<file path="src/owl_pkg.sv">
// Shared types and constants for the ordered wait list with keyed removal.
// No dependencies; used by owl_ctrl, owl_dp and the top level.
package owl_pkg;

    localparam int DEPTH_DEF = 16;

    localparam int MODE_W  = 3;
    localparam int ID_W    = 8;
    localparam int TIME_W  = 16;
    localparam int WAIT_W  = 16;
    localparam int KEY_W   = 17;
    localparam int STAT_W  = 2;
    localparam int OCC_W   = 5;
    localparam int ENTRY_W = ID_W + TIME_W + WAIT_W;

    // operation codes
    localparam logic [MODE_W-1:0] MODE_PUSH    = 3'd0;
    localparam logic [MODE_W-1:0] MODE_POP     = 3'd1;
    localparam logic [MODE_W-1:0] MODE_RM_ARR  = 3'd2;
    localparam logic [MODE_W-1:0] MODE_RM_WAIT = 3'd3;
    localparam logic [MODE_W-1:0] MODE_TICK    = 3'd4;

    // result status codes
    localparam logic [STAT_W-1:0] STAT_DONE    = 2'd0;
    localparam logic [STAT_W-1:0] STAT_NOMATCH = 2'd1;
    localparam logic [STAT_W-1:0] STAT_FULL    = 2'd2;

    typedef enum logic [2:0] {
        ST_IDLE,
        ST_EXEC,
        ST_RD,
        ST_CHK,
        ST_MV_RD,
        ST_MV_WR,
        ST_OUT
    } ctrl_state_t;

    typedef struct packed {
        logic              load;      // latch item, clear result, idx to 0
        logic              push_wr;   // write item at tail, count up
        logic              tick_wr;   // write back decremented wait at idx
        logic              move_wr;   // write read data at idx
        logic              rd_next;   // read at idx+1 instead of idx
        logic              idx_inc;
        logic              total_dec;
        logic              set_stat;
        logic [STAT_W-1:0] stat_code;
        logic              take;      // capture read entry as result
    } dp_cmd_t;

    typedef struct packed {
        logic [MODE_W-1:0] mode;
        logic              full;
        logic              empty;
        logic              match;     // read entry matches the key
        logic              at_last;   // idx + 1 == total
        logic              mv_last;   // idx + 2 == total
    } dp_stat_t;

endpackage

</file>
<file path="src/owl_dp.sv">
// Datapath: entry memory, scan index, entry count, item and result registers.
// Depends on owl_pkg; driven by owl_ctrl through dp_cmd_t.
module owl_dp #(
    parameter int DEPTH = owl_pkg::DEPTH_DEF
) (
    input  logic                                clk,
    input  logic                                rst_n,
    input  owl_pkg::dp_cmd_t                    cmd,
    output owl_pkg::dp_stat_t                   stat,
    input  logic [owl_pkg::MODE_W-1:0]          mode,
    input  logic [owl_pkg::ID_W-1:0]            thread_id,
    input  logic [owl_pkg::TIME_W-1:0]          arrival,
    input  logic signed [owl_pkg::WAIT_W-1:0]   wait_count,
    input  logic signed [owl_pkg::KEY_W-1:0]    match_key,
    output logic [owl_pkg::STAT_W-1:0]          status,
    output logic [owl_pkg::ID_W-1:0]            out_thread_id,
    output logic [owl_pkg::TIME_W-1:0]          out_arrival,
    output logic signed [owl_pkg::WAIT_W-1:0]   out_wait,
    output logic [owl_pkg::OCC_W-1:0]           occupancy
);

    localparam int AW = $clog2(DEPTH);
    localparam int CW = $clog2(DEPTH + 1);
    localparam int TLO = owl_pkg::ID_W;
    localparam int WLO = owl_pkg::ID_W + owl_pkg::TIME_W;

    logic [owl_pkg::ENTRY_W-1:0] mem [DEPTH];
    logic [owl_pkg::ENTRY_W-1:0] rd_data_reg;

    logic [AW-1:0] idx_reg;
    logic [CW-1:0] total_reg;

    logic [owl_pkg::MODE_W-1:0]  mode_reg;
    logic [owl_pkg::ID_W-1:0]    id_reg;
    logic [owl_pkg::TIME_W-1:0]  arr_reg;
    logic [owl_pkg::WAIT_W-1:0]  wait_reg;
    logic [owl_pkg::KEY_W-1:0]   key_reg;

    logic [owl_pkg::STAT_W-1:0]  stat_reg;
    logic [owl_pkg::ENTRY_W-1:0] res_reg;

    logic [CW-1:0]               idx_ext;
    logic [CW-1:0]               idx_p1;
    logic [CW-1:0]               idx_p2;
    logic [AW-1:0]               rd_addr;
    logic                        wr_en;
    logic [AW-1:0]               wr_addr;
    logic [owl_pkg::ENTRY_W-1:0] wr_data;
    logic [owl_pkg::WAIT_W-1:0]  rd_wait;
    logic [owl_pkg::WAIT_W-1:0]  dec_wait;
    logic [owl_pkg::TIME_W-1:0]  rd_arr;
    logic [31:0]                 total_wide;

    assign idx_ext = CW'(idx_reg);
    assign idx_p1  = idx_ext + CW'(1);
    assign idx_p2  = idx_ext + CW'(2);
    assign rd_addr = cmd.rd_next ? idx_p1[AW-1:0] : idx_reg;

    assign rd_wait = rd_data_reg[WLO +: owl_pkg::WAIT_W];
    assign rd_arr  = rd_data_reg[TLO +: owl_pkg::TIME_W];
    // saturate at the most negative wait count
    assign dec_wait = (rd_wait == {1'b1, {(owl_pkg::WAIT_W-1){1'b0}}}) ?
                      rd_wait : rd_wait - owl_pkg::WAIT_W'(1);

    always_comb
    begin
        wr_en   = 1'b0;
        wr_addr = idx_reg;
        wr_data = rd_data_reg;
        if (cmd.push_wr)
        begin
            wr_en   = 1'b1;
            wr_addr = total_reg[AW-1:0];
            wr_data = {wait_reg, arr_reg, id_reg};
        end
        else if (cmd.tick_wr)
        begin
            wr_en   = 1'b1;
            wr_data = {dec_wait, rd_data_reg[WLO-1:0]};
        end
        else if (cmd.move_wr)
        begin
            wr_en   = 1'b1;
        end
    end

    always_ff @(posedge clk)
    begin
        if (wr_en)
        begin
            mem[wr_addr] <= wr_data;
        end
        rd_data_reg <= mem[rd_addr];
    end

    always_comb
    begin
        stat.mode    = mode_reg;
        stat.full    = (total_reg == CW'(DEPTH));
        stat.empty   = (total_reg == '0);
        stat.at_last = (idx_p1 == total_reg);
        stat.mv_last = (idx_p2 == total_reg);
        case (mode_reg)
            owl_pkg::MODE_POP:     stat.match = 1'b1;
            owl_pkg::MODE_RM_ARR:  stat.match = (key_reg == {1'b0, rd_arr});
            owl_pkg::MODE_RM_WAIT: stat.match = (key_reg == {rd_wait[owl_pkg::WAIT_W-1],
                                                             rd_wait});
            default:               stat.match = 1'b0;
        endcase
    end

    always_ff @(posedge clk or negedge rst_n)
    begin
        if (!rst_n)
        begin
            idx_reg   <= '0;
            total_reg <= '0;
        end
        else
        begin
            if (cmd.load)
            begin
                idx_reg <= '0;
            end
            else if (cmd.idx_inc)
            begin
                idx_reg <= idx_p1[AW-1:0];
            end
            if (cmd.push_wr)
            begin
                total_reg <= total_reg + CW'(1);
            end
            else if (cmd.total_dec)
            begin
                total_reg <= total_reg - CW'(1);
            end
        end
    end

    always_ff @(posedge clk)
    begin
        if (cmd.load)
        begin
            mode_reg <= mode;
            id_reg   <= thread_id;
            arr_reg  <= arrival;
            wait_reg <= wait_count;
            key_reg  <= match_key;
            stat_reg <= owl_pkg::STAT_DONE;
            res_reg  <= '0;
        end
        else
        begin
            if (cmd.set_stat)
            begin
                stat_reg <= cmd.stat_code;
            end
            if (cmd.take)
            begin
                res_reg <= rd_data_reg;
            end
        end
    end

    assign total_wide    = 32'(total_reg);
    assign status        = stat_reg;
    assign out_thread_id = res_reg[0 +: owl_pkg::ID_W];
    assign out_arrival   = res_reg[TLO +: owl_pkg::TIME_W];
    assign out_wait      = res_reg[WLO +: owl_pkg::WAIT_W];
    assign occupancy     = total_wide[owl_pkg::OCC_W-1:0];

endmodule

</file>
<file path="src/owl_ctrl.sv">
// Controller state machine: sequences push, scan, compaction and tick passes.
// Depends on owl_pkg; drives owl_dp through dp_cmd_t, reads dp_stat_t.
module owl_ctrl (
    input  logic              clk,
    input  logic              rst_n,
    input  logic              s_tvalid,
    output logic              s_tready,
    output logic              m_tvalid,
    input  logic              m_tready,
    input  owl_pkg::dp_stat_t stat,
    output owl_pkg::dp_cmd_t  cmd
);

    owl_pkg::ctrl_state_t state_reg;
    owl_pkg::ctrl_state_t state_next;

    always_ff @(posedge clk or negedge rst_n)
    begin
        if (!rst_n)
        begin
            state_reg <= owl_pkg::ST_IDLE;
        end
        else
        begin
            state_reg <= state_next;
        end
    end

    always_comb
    begin
        state_next = state_reg;
        cmd        = '0;
        s_tready   = 1'b0;
        m_tvalid   = 1'b0;
        case (state_reg)
            owl_pkg::ST_IDLE:
            begin
                s_tready = 1'b1;
                if (s_tvalid)
                begin
                    cmd.load   = 1'b1;
                    state_next = owl_pkg::ST_EXEC;
                end
            end
            owl_pkg::ST_EXEC:
            begin
                state_next = owl_pkg::ST_OUT;
                case (stat.mode)
                    owl_pkg::MODE_PUSH:
                    begin
                        if (stat.full)
                        begin
                            cmd.set_stat  = 1'b1;
                            cmd.stat_code = owl_pkg::STAT_FULL;
                        end
                        else
                        begin
                            cmd.push_wr = 1'b1;
                        end
                    end
                    owl_pkg::MODE_POP, owl_pkg::MODE_RM_ARR, owl_pkg::MODE_RM_WAIT:
                    begin
                        if (stat.empty)
                        begin
                            cmd.set_stat  = 1'b1;
                            cmd.stat_code = owl_pkg::STAT_NOMATCH;
                        end
                        else
                        begin
                            state_next = owl_pkg::ST_RD;
                        end
                    end
                    owl_pkg::MODE_TICK:
                    begin
                        if (!stat.empty)
                        begin
                            state_next = owl_pkg::ST_RD;
                        end
                    end
                    default:
                    begin
                        state_next = owl_pkg::ST_OUT;
                    end
                endcase
            end
            owl_pkg::ST_RD:
            begin
                state_next = owl_pkg::ST_CHK;
            end
            owl_pkg::ST_CHK:
            begin
                if (stat.mode == owl_pkg::MODE_TICK)
                begin
                    cmd.tick_wr = 1'b1;
                    cmd.idx_inc = 1'b1;
                    state_next  = stat.at_last ? owl_pkg::ST_OUT : owl_pkg::ST_RD;
                end
                else if (stat.match)
                begin
                    cmd.take = 1'b1;
                    if (stat.at_last)
                    begin
                        cmd.total_dec = 1'b1;
                        state_next    = owl_pkg::ST_OUT;
                    end
                    else
                    begin
                        state_next = owl_pkg::ST_MV_RD;
                    end
                end
                else
                begin
                    cmd.idx_inc = 1'b1;
                    if (stat.at_last)
                    begin
                        cmd.set_stat  = 1'b1;
                        cmd.stat_code = owl_pkg::STAT_NOMATCH;
                        state_next    = owl_pkg::ST_OUT;
                    end
                    else
                    begin
                        state_next = owl_pkg::ST_RD;
                    end
                end
            end
            owl_pkg::ST_MV_RD:
            begin
                cmd.rd_next = 1'b1;
                state_next  = owl_pkg::ST_MV_WR;
            end
            owl_pkg::ST_MV_WR:
            begin
                cmd.move_wr = 1'b1;
                cmd.idx_inc = 1'b1;
                if (stat.mv_last)
                begin
                    cmd.total_dec = 1'b1;
                    state_next    = owl_pkg::ST_OUT;
                end
                else
                begin
                    state_next = owl_pkg::ST_MV_RD;
                end
            end
            owl_pkg::ST_OUT:
            begin
                m_tvalid = 1'b1;
                if (m_tready)
                begin
                    state_next = owl_pkg::ST_IDLE;
                end
            end
            default:
            begin
                state_next = owl_pkg::ST_IDLE;
            end
        endcase
    end

endmodule

</file>
<file path="src/ordered_wait_list_keyed_removal.sv">
// Top level of the ordered wait list with keyed removal.
// Depends on owl_pkg, owl_ctrl and owl_dp.
//
// Slave channel (s_*): one item per operation. s_tuser carries the mode (push,
//   pop head, remove by arrival, remove by wait, tick); s_tdata carries the
//   pushed entry and the match key.
// Master channel (m_*): exactly one result item per accepted item, in order.
//   m_tuser carries the status (done, empty/no match, full); m_tdata carries
//   the removed entry (zero when nothing was removed) and the occupancy.
// Timing: one item in flight. m_tvalid rises right after the execute state for
//   push, unused modes and any operation on an empty list, and after a pass
//   over all N entries for pop, remove and tick on a list of N entries: each
//   entry visited costs a registered memory read plus a check, write-back or
//   move step. s_tready returns the cycle after the result is taken.
// Reset: rst_n clears the controller and empties the list; entry memory is
//   not cleared, entries are only read below the fill count.
// Stall: while m_tready is low the result item holds and s_tready stays low.
module ordered_wait_list_keyed_removal #(
    parameter int DEPTH = owl_pkg::DEPTH_DEF
) (
    input  logic        clk,
    input  logic        rst_n,
    input  logic        s_tvalid,
    output logic        s_tready,
    // [7:0] thread_id, [23:8] arrival, [39:24] wait_count,
    // [56:40] match_key, [63:57] zero
    input  logic [63:0] s_tdata,
    // [2:0] mode
    input  logic [2:0]  s_tuser,
    output logic        m_tvalid,
    input  logic        m_tready,
    // [7:0] out_thread_id, [23:8] out_arrival, [39:24] out_wait,
    // [44:40] occupancy, [47:45] zero
    output logic [47:0] m_tdata,
    // [1:0] status
    output logic [1:0]  m_tuser
);

    owl_pkg::dp_cmd_t  cmd;
    owl_pkg::dp_stat_t stat;

    logic [owl_pkg::STAT_W-1:0]        status;
    logic [owl_pkg::ID_W-1:0]          out_thread_id;
    logic [owl_pkg::TIME_W-1:0]        out_arrival;
    logic signed [owl_pkg::WAIT_W-1:0] out_wait;
    logic [owl_pkg::OCC_W-1:0]         occupancy;

    owl_ctrl u_ctrl (
        .clk      (clk),
        .rst_n    (rst_n),
        .s_tvalid (s_tvalid),
        .s_tready (s_tready),
        .m_tvalid (m_tvalid),
        .m_tready (m_tready),
        .stat     (stat),
        .cmd      (cmd)
    );

    owl_dp #(
        .DEPTH (DEPTH)
    ) u_dp (
        .clk           (clk),
        .rst_n         (rst_n),
        .cmd           (cmd),
        .stat          (stat),
        .mode          (s_tuser),
        .thread_id     (s_tdata[7:0]),
        .arrival       (s_tdata[23:8]),
        .wait_count    (s_tdata[39:24]),
        .match_key     (s_tdata[56:40]),
        .status        (status),
        .out_thread_id (out_thread_id),
        .out_arrival   (out_arrival),
        .out_wait      (out_wait),
        .occupancy     (occupancy)
    );

    assign m_tdata = {3'b000, occupancy, out_wait, out_arrival, out_thread_id};
    assign m_tuser = status;

    // input and output never both open: one item in flight
    a_one_in_flight: assert property (@(posedge clk) disable iff (!rst_n)
        !(s_tready && m_tvalid))
        else $error("input accepted while a result is pending");

    // an accepted item is not followed by another in the next cycle
    a_no_back_to_back: assert property (@(posedge clk) disable iff (!rst_n)
        (s_tvalid && s_tready) |=> !s_tready)
        else $error("second item accepted while busy");

    // a failed operation reports no entry
    a_fail_zero: assert property (@(posedge clk) disable iff (!rst_n)
        (m_tvalid && m_tuser != owl_pkg::STAT_DONE) |-> (m_tdata[39:0] == 40'd0))
        else $error("failed operation returned entry data");

    // a full report means the list holds DEPTH entries
    a_full_count: assert property (@(posedge clk) disable iff (!rst_n)
        (m_tvalid && m_tuser == owl_pkg::STAT_FULL) |->
        (occupancy == owl_pkg::OCC_W'(DEPTH)))
        else $error("full status with wrong occupancy");

endmodule

</file>
<file path="config.mk">
export PLATFORM = sky130hd
export DESIGN_NAME = ordered_wait_list_keyed_removal
export DESIGN_NICKNAME = d
export VERILOG_FILES = /design/src/owl_pkg.sv /design/src/owl_dp.sv /design/src/owl_ctrl.sv /design/src/ordered_wait_list_keyed_removal.sv
export SDC_FILE = /design/constraint.sdc
export NUM_CORES = 1
export LEC_CHECK = 0
export CORE_MARGIN = 5
export CORE_UTILIZATION = 35
export CTS_CLUSTER_SIZE = 24
export DETAILED_ROUTE_END_ITERATION = 16
export DONT_BUFFER_PORTS = 1
export GPL_ROUTABILITY_DRIVEN = 0
export GPL_TIMING_DRIVEN = 0
export HOLD_SLACK_MARGIN = 0.06
export SYNTH_ARGS = -nofsm -noshare
export SYNTH_HDL_FRONTEND = slang
export SYNTH_SLANG_ARGS = --single-unit
</file>
<file path="constraint.sdc">
create_clock -name clk -period 3.74 [get_ports clk]
set_input_delay 0.374 -clock clk [delete_from_list [all_inputs] [get_ports clk]]
set_output_delay 0.374 -clock clk [all_outputs]
set_load 0.01 [all_outputs]
</file>
==> impl_results.md, run 1 <==
- Result of the run: finished, final reports clean
- First-pass GRT wire length: 121,000 um
- Fin nets: 1,853
- Setup-violating endpoint count in the final report: 0
- Power consumption: 31.9 mW
- Family with the most delay on the worst path: buffers and inverters
- Slowest library cell on the worst path: sky130_fd_sc_hd__edfxtp_1
- Placed Cells incl. Taps: 2,774
- Netlist area before placement: 30,800 um^2
- Final Non-Filler Cells: 2,997
- Maximum buffer depth of the clock tree: 3
- Top cell type by total area after synthesis: sky130_fd_sc_hd__edfxtp_1
- Footprint of the multi-input gates: 7510 um^2
- Routed length per placed instance: 28.6 um
- Most frequently used flop master after synthesis: sky130_fd_sc_hd__edfxtp_1
- Share of the synthesized area in the top cell type: 68.2%
- Arrival time worst endpoint: 4.22 ns
- Clock Sink Count: 794
- Storage element area: 23,000 um^2
- Number of buffer and inverter instances along the worst setup path: 4
- Cell area power density: 871 nW/um^2
- Final hold slack: 0.285 ns
- Library cells used by synthesis: 73
- Nature of the critical path startpoint: register
- Register-to-Register Setup Slack: 0.01 ns
- Worst reg-to-reg path cell count: 13
- Post-route antenna net violation count: 0
- Data required time at the worst endpoint: 4.23 ns
- Core outline area: 87,000 um^2
- Detailed Place HPWL: 54,600 um
- Via count of the first global-routing pass: 16,800
- Clock tree from TritonCTS: yes
- Detail-routed via count per cell: 5.49
- Clock period minus final worst setup slack: 3.73 ns
- Number of CTS-inserted buffers: 81
- Slew at the pin closest to its max-slew limit: 1.18 ns
- Maximum fanout along the worst path: 13
- Largest net degree at the start of global routing: 40
- Fin Setup TNS: 0 ns
- Origin of the critical flop-to-flop path: u_dp.mode_reg[2]$_DFFE_PP_
- Quantity of I/O buffers inserted on ports: 0
- Starting DRT DRC Count: 1,985
- Share of final-layout standard cells stronger than drive strength 1: 25.0%
- Die X: 307 um
- Crit Reg-Reg Endpoint: u_dp.occupancy[4]$_DFFE_PN0P_
- Clock-pin slew on the worst setup and hold paths: 0.07 ns
- CTS H-tree lvls: 3
- Finished Core Util: 42.0%
- Pre-Repair DR Iteration Count: 6
- Max-slew violation count: 0
- Number of enable-type register cells in the synthesized netlist: 700
- Root Buffer: sky130_fd_sc_hd__clkbuf_16
- Leakage: 11.7 nW
- GRT overflow: 0
- Relative slew slack: 21.6%
- Area growth syn-to-layout: 18.6%
- Critical path cell sequence: buf_2 -> nor4b_2 -> nand2_1 -> a21oi_4 -> inv_1 -> clkbuf_4 -> clkbuf_4 -> fa_1 -> a21o_1 -> a21oi_1 -> xnor2_1 -> nand2_1 -> xnor2_1
- Highest Clock Rate: 268 MHz
- Die outline area: 94,100 um^2
- Number of top-level pins: 123
- All-Layer GR Usage: 17.9%
- Final routed DRC violation total: 0
- Num rows: 108
- Post-synthesis sequential element count: 794
- Height of the chip: 307 um
- Final Cycle Share: 99.7%
- Worst stage delay on the critical path: 0.51 ns
- Critical setup path kind: register to register
- Antenna violations before repair: 3
- Unrepaired setup endpoints after global routing: yes
- Worst hold path class: input pin to asynchronous set/reset pin
- Kind of end point of the critical path: register
- Count of mapped cells out of synthesis: 1,582
- FFs w/ async S/R, synth: 1.51%
- Max-capacitance violation count: 0
- DRT Wirelength: 85,800 um
- Post-synthesis sequential area ratio: 74.5%
- Effective utilization at floorplan: 35.4%
- Total via count after detailed routing: 16,500
- Syn. warnings: 0
- Max FFs per register: 640
- Clk_lat worst skew: 0.63 ns
- Count of endpoints failing hold in the final timing report: 0
- Maximum VDD drop: 0.000669 V
- Synth top area cells: sky130_fd_sc_hd__edfxtp_1, sky130_fd_sc_hd__mux4_2, sky130_fd_sc_hd__dfxtp_1, sky130_fd_sc_hd__nand2_1, sky130_fd_sc_hd__dfrtp_1
- Average footprint of a synthesized cell: 19.5 um^2
- Setup clock skew after layout: 0.0276 ns
- Number of filler instances in the final layout: 7,633
## final cells by class
class	count	area share, %
plain buffers	93	1.33
repair buffers	107	3.79
diodes	1	0.00685
clock inverters	43	1.13
flip-flops and latches	794	62.8
multi-input cells	675	20.6
clock buffers	107	6.18
well taps	1155	3.95
inverters	22	0.226
## stage by stage
stage / worst slack (ns) / cell area (um^2)
after global placement: -4.18 / 32300
after global routing: -0.196 / 36600
after CTS: 0.0114 / 36500
final: 0.0110 / 36600
after detailed placement: -1.24 / 33100
after floorplan: -0.358 / 30800
## synthesized netlist by cell type (4+ instances only)
cell                        instances
sky130_fd_sc_hd__o21ai_0           53
sky130_fd_sc_hd__o2111ai_1          4
sky130_fd_sc_hd__nor2b_1            5
sky130_fd_sc_hd__xnor2_1           17
sky130_fd_sc_hd__edfxtp_1         700
sky130_fd_sc_hd__xor2_1            21
sky130_fd_sc_hd__nand3_1           51
sky130_fd_sc_hd__dfrtp_1           12
sky130_fd_sc_hd__inv_1             21
sky130_fd_sc_hd__nor3_1            15
sky130_fd_sc_hd__nor4_1             6
sky130_fd_sc_hd__buf_1             17
sky130_fd_sc_hd__nor2_1            33
sky130_fd_sc_hd__buf_6              6
sky130_fd_sc_hd__mux4_2           200
sky130_fd_sc_hd__ha_1               7
sky130_fd_sc_hd__clkbuf_2           5
sky130_fd_sc_hd__a21oi_1           48
sky130_fd_sc_hd__mux2i_1            7
sky130_fd_sc_hd__nand3b_1           6
sky130_fd_sc_hd__nand2b_1           8
sky130_fd_sc_hd__o211ai_1           9
sky130_fd_sc_hd__nand2_1          104
sky130_fd_sc_hd__a31oi_1            5
sky130_fd_sc_hd__clkbuf_1          35
sky130_fd_sc_hd__buf_2             27
sky130_fd_sc_hd__dfxtp_1           82
sky130_fd_sc_hd__o21ai_1            6
## metal layers
layer | up-vias | wire (um) | GRT usage (%)
met4 | 2 | 2520 | 5.61
li1 | 6804 | - | -
met5 | - | 14 | 0
met2 | 870 | 41000 | 29.0
met3 | 153 | 9120 | 5.08
met1 | 8638 | 33200 | 23.6
## power breakdown
| group | internal [mW] | switching, mW |
|---|---|---|
| registers | 11.9 | 1.10 |
| clock network | 4.74 | 3.33 |
| logic | 4.79 | 6.01 |
## how the worst max path moves through the flow
stage | startpoint | to | slack [ns] | cells after the start
final | u_dp.mode_reg[2]$_DFFE_PP_ | u_dp.occupancy[4]$_DFFE_PN0P_ | 0.01 | 13
after floorplan | u_ctrl.state_reg[2]$_DFFE_PN0P_ | u_dp.mem[12][0]$_DFFE_PP_ | -0.36 | 9
after global routing | u_dp.mode_reg[2]$_DFFE_PP_ | u_dp.occupancy[4]$_DFFE_PN0P_ | -0.20 | 13
after global placement | u_dp.mode_reg[2]$_DFFE_PP_ | u_dp.mem[8][38]$_DFFE_PP_ | -4.18 | 9
after CTS | u_ctrl.state_reg[1]$_DFFE_PN0P_ | u_dp.rd_data_reg[24]$_DFF_P_ | 0.01 | 7
after detailed placement | u_dp.occupancy[1]$_DFFE_PN0P_ | u_dp.occupancy[4]$_DFFE_PN0P_ | -1.24 | 12
## layout by cell type, fill, tap and decap left out, drive strengths merged, types with 7 or more instances in the layout
cell type / n
mux2i: 7
bufinv: 7
nand2b: 8
dlygate4sd3: 63
ha: 7
mux4: 200
edfxtp: 700
nand2: 104
dfxtp: 82
clkbuf: 147
inv: 25
dfrtp: 12
nand3: 51
xnor2: 18
nor2: 34
xor2: 21
o21ai: 59
buf: 93
o211ai: 9
a21oi: 50
clkinv: 27
nor3: 15
## worst reg2reg max path: stages, from the launching register on
cell and delay [ns]:
sky130_fd_sc_hd__edfxtp_1 0.51, sky130_fd_sc_hd__buf_2 0.25, sky130_fd_sc_hd__nor4b_2 0.37, sky130_fd_sc_hd__nand2_1 0.24
sky130_fd_sc_hd__a21oi_4 0.25, sky130_fd_sc_hd__inv_1 0.22, sky130_fd_sc_hd__clkbuf_4 0.34, sky130_fd_sc_hd__clkbuf_4 0.30
sky130_fd_sc_hd__fa_1 0.44, sky130_fd_sc_hd__a21o_1 0.18, sky130_fd_sc_hd__a21oi_1 0.17, sky130_fd_sc_hd__xnor2_1 0.13
sky130_fd_sc_hd__nand2_1 0.08, sky130_fd_sc_hd__xnor2_1 0.13
## logic make-up (layout without fill, tap and decap cells)
kind of cell | Yosys count | after routing | share of synthesized area (%)
other | 1 | 4 | 0.0122
XOR/XNOR | 40 | 40 | 1.21
AND/OR/NAND/NOR | 248 | 248 | 3.78
AO/OA/AOI/OAI | 167 | 167 | 3.48
flip-flops | 794 | 794 | 74.5
adder cells (fa/ha/maj) | 8 | 8 | 0.349
buffers and inverters | 115 | 372 | 1.71
multiplexers | 209 | 209 | 14.9
## repair_timing
| action | 4_1_cts | 5_1_grt |
|---|---|---|
| pin swaps | 5 | 5 |
| setup buffers | 5 | 4 |
| hold buffers | 63 | 0 |
| gates resized for setup | 25 | 12 |
| setup endpoints to repair | 1141 | 591 |
| endpoints found under the hold margin | 76 | 0 |
| gates cloned | 0 | 0 |
Note: power is estimated with default switching activity, not from simulation.
==> run 2: changes to the inputs <==
--- a/config.mk
+++ b/config.mk
@@ -5,6 +5,7 @@
 export SDC_FILE = /design/constraint.sdc
 export NUM_CORES = 1
 export LEC_CHECK = 0
+export ABC_AREA = 1
 export CORE_MARGIN = 5
 export CORE_UTILIZATION = 35
 export CTS_CLUSTER_SIZE = 24
==> impl_results.md, run 2 <==
- Area growth syn-to-layout: 18.6%
- Post-synthesis sequential element count: 794
- Count of mapped cells out of synthesis: 2,680
- Final Non-Filler Cells: 4,125
- Finished Core Util: 41.8%
- First-pass GRT wire length: 142,000 um
- Setup-violating endpoint count in the final report: 0
- Largest net degree at the start of global routing: 35
- All-Layer GR Usage: 19.6%
- Height of the chip: 311 um
- Nature of the critical path startpoint: register
- Max-capacitance violation count: 0
- Number of diodes: 0
- Pre-Repair DR Iteration Count: 5
- Final routed DRC violation total: 0
- Origin of the critical flop-to-flop path: u_dp.idx_reg[0]$_DFFE_PN0P_
- Critical setup path kind: register to register
- Clock tree from TritonCTS: yes
- Number of top-level pins: 123
- Final Cycle Share: 96.8%
- Max FFs per register: 640
- Effective utilization at floorplan: 35.3%
- DRT Wirelength: 98,400 um
- Antenna violations before repair: 0
- Routed wl met2: 44,200 um
- Maximum fanout along the worst path: 10
- Maximum buffer depth of the clock tree: 3
- Met3 WL: 10,300 um
- Worst hold path class: input pin to asynchronous set/reset pin
- Metal-1 WL: 40,100 um
- Average footprint of a synthesized cell: 11.8 um^2
- Die X: 311 um
- Share of the synthesized area in the top cell type: 66.2%
- Num rows: 110
- Leakage: 12.7 nW
- Number of enable-type register cells in the synthesized netlist: 700
- Netlist area before placement: 31,700 um^2
- Critical path startpoint: u_dp.idx_reg[0]$_DFFE_PN0P_
- Kind of end point of the critical path: register
- Cell area power density: 867 nW/um^2
- Result of the run: finished, final reports clean
- Fin nets: 2,959
- Unrepaired setup endpoints after global routing: no
- Maximum VDD drop: 0.000475 V
- Most frequently used flop master after synthesis: sky130_fd_sc_hd__edfxtp_1
- Placement Cell Area: 34,000 um^2
- Library cell with the highest instance count after synthesis: sky130_fd_sc_hd__edfxtp_1
- Fin area: 37,700 um^2
- Max-slew violation count: 0
- Quantity of I/O buffers inserted on ports: 0
- Library cells used by synthesis: 37
- Detail-routed via count per cell: 5.33
- Minimum setup slack in the final design: 0.120 ns
- Die outline area: 96,800 um^2
- Setup clock skew after layout: 0.0287 ns
- Synth top area cells: sky130_fd_sc_hd__edfxtp_1, sky130_fd_sc_hd__nor2_1, sky130_fd_sc_hd__o21ai_0, sky130_fd_sc_hd__dfxtp_1, sky130_fd_sc_hd__o211ai_1
- Clock-pin slew on the worst setup and hold paths: 0.06 ns
- Placed Cells incl. Taps: 3,891
- Relative slew slack: 26.2%
- Post-synthesis sequential area ratio: 72.3%
- Via count of the first global-routing pass: 20,800
- Root Buffer: sky130_fd_sc_hd__clkbuf_16
- Detailed Place HPWL: 65,800 um
- Syn. warnings: 0
- GRT overflow: 0
- Count of endpoints failing hold in the final timing report: 0
- Share of final-layout standard cells stronger than drive strength 1: 9.12%
- Final hold slack: 0.188 ns
- Most frequent cells after synthesis: sky130_fd_sc_hd__edfxtp_1, sky130_fd_sc_hd__nor2_1, sky130_fd_sc_hd__o21ai_0
- Worst slack at placement: -0.251 ns
- Post-route antenna net violation count: 0
- CTS H-tree lvls: 3
- Clock Sink Count: 794
- FFs w/ async S/R, synth: 1.51%
- Starting DRT DRC Count: 2,659
- Arrival time worst endpoint: 4.15 ns
- Most common cell after layout, fill and taps aside: sky130_fd_sc_hd__edfxtp_1
- Top library cells by usage in the layout, fill and taps aside: sky130_fd_sc_hd__edfxtp_1, sky130_fd_sc_hd__nor2_1, sky130_fd_sc_hd__o21ai_0
- Clk_lat worst skew: 0.64 ns
- Data required time at the worst endpoint: 4.27 ns
- Total via count after detailed routing: 22,000
- Routed length per placed instance: 23.8 um
- Core outline area: 90,000 um^2
- Clock period minus final worst setup slack: 3.62 ns
- Highest Clock Rate: 276 MHz
- Top routing layer used: met4
- Slew at the pin closest to its max-slew limit: 1.11 ns
- Number of filler instances in the final layout: 8,298
- Number of CTS-inserted buffers: 83
- Top cell type by total area after synthesis: sky130_fd_sc_hd__edfxtp_1
## run 2: logic make-up (layout without fill, tap and decap cells)
family | Yosys count | in the layout | synth area share, %
fa+ha+maj | 8 | 8 | 0.339
compound gates | 623 | 623 | 11.2
flops | 794 | 794 | 72.3
buf+inv | 234 | 501 | 3.09
xor+xnor | 21 | 21 | 0.603
other cells | 1 | 3 | 0.0118
simple gates | 999 | 999 | 12.5
## run 2: timing repair
item                       CTS  global route
resized for setup            3             4
pin swaps                    4             8
hold buffers                63             0
setup endpoints to repair  268           264
hold endpoints to repair    75             0
setup buffers                3            13
## run 2: path summary, 6_finish.rpt
path,depth (start not counted),end,slack [ns]
max in group asynchronous,1,u_dp.occupancy[3]$_DFFE_PN0P_,3.16
max,11,u_dp.rd_data_reg[39]$_DFF_P_,0.12
min,1,u_dp.idx_reg[2]$_DFFE_PN0P_,0.19
min reg2reg,2,u_dp.res_reg[2]$_SDFFE_PP0P_,0.53
max reg2reg,11,u_dp.rd_data_reg[39]$_DFF_P_,0.12
min in group clk,1,u_dp.id_reg[1]$_DFFE_PP_,0.36
## run 2: where the power goes
part           switching (mW)  internal [mW]
sequential              0.925           11.7
clock                    3.46           5.00
combinational            8.65           2.95
## run 2: layer usage
metal  track usage [%]  vias up
li1                  -     9993
met1              26.9    10700
met2              30.6     1127
met3              4.68      192
met4              6.86        0
met5                 0        -
## run 2: final cells by class
cell class / instances / area (um^2) / share of cell area [%]
Timing Repair Buffer: 113 / 1420 / 3.76
Clock inverter: 35 / 440 / 1.17
Tap cell: 1176 / 1470 / 3.91
Buffer: 161 / 706 / 1.87
Inverter: 73 / 277 / 0.734
Clock buffer: 119 / 2370 / 6.30
Multi-Input combinational cell: 1654 / 8020 / 21.3
Sequential cell: 794 / 23000 / 61.0
## run 2: through the flow
step | setup TNS, ns | total power [mW]
after CTS | 0 | 32.5
after floorplan | -71.77 | 19.0
final | 0 | 32.7
after global placement | -1728.95 | 23.7
after detailed placement | -30.13 | 24.0
after global routing | 0 | 34.2
## run 2: critical path: stages, from the launching register on
cell and delay (ns):
sky130_fd_sc_hd__dfrtp_1 0.47, sky130_fd_sc_hd__ha_1 0.28, sky130_fd_sc_hd__xnor2_1 0.30, sky130_fd_sc_hd__inv_1 0.10, sky130_fd_sc_hd__nand2_1 0.09, sky130_fd_sc_hd__o21ai_2 0.29
sky130_fd_sc_hd__inv_1 0.19, sky130_fd_sc_hd__buf_2 0.34, sky130_fd_sc_hd__clkbuf_1 0.74, sky130_fd_sc_hd__o211ai_1 0.45, sky130_fd_sc_hd__o211ai_1 0.19, sky130_fd_sc_hd__nand2_1 0.08
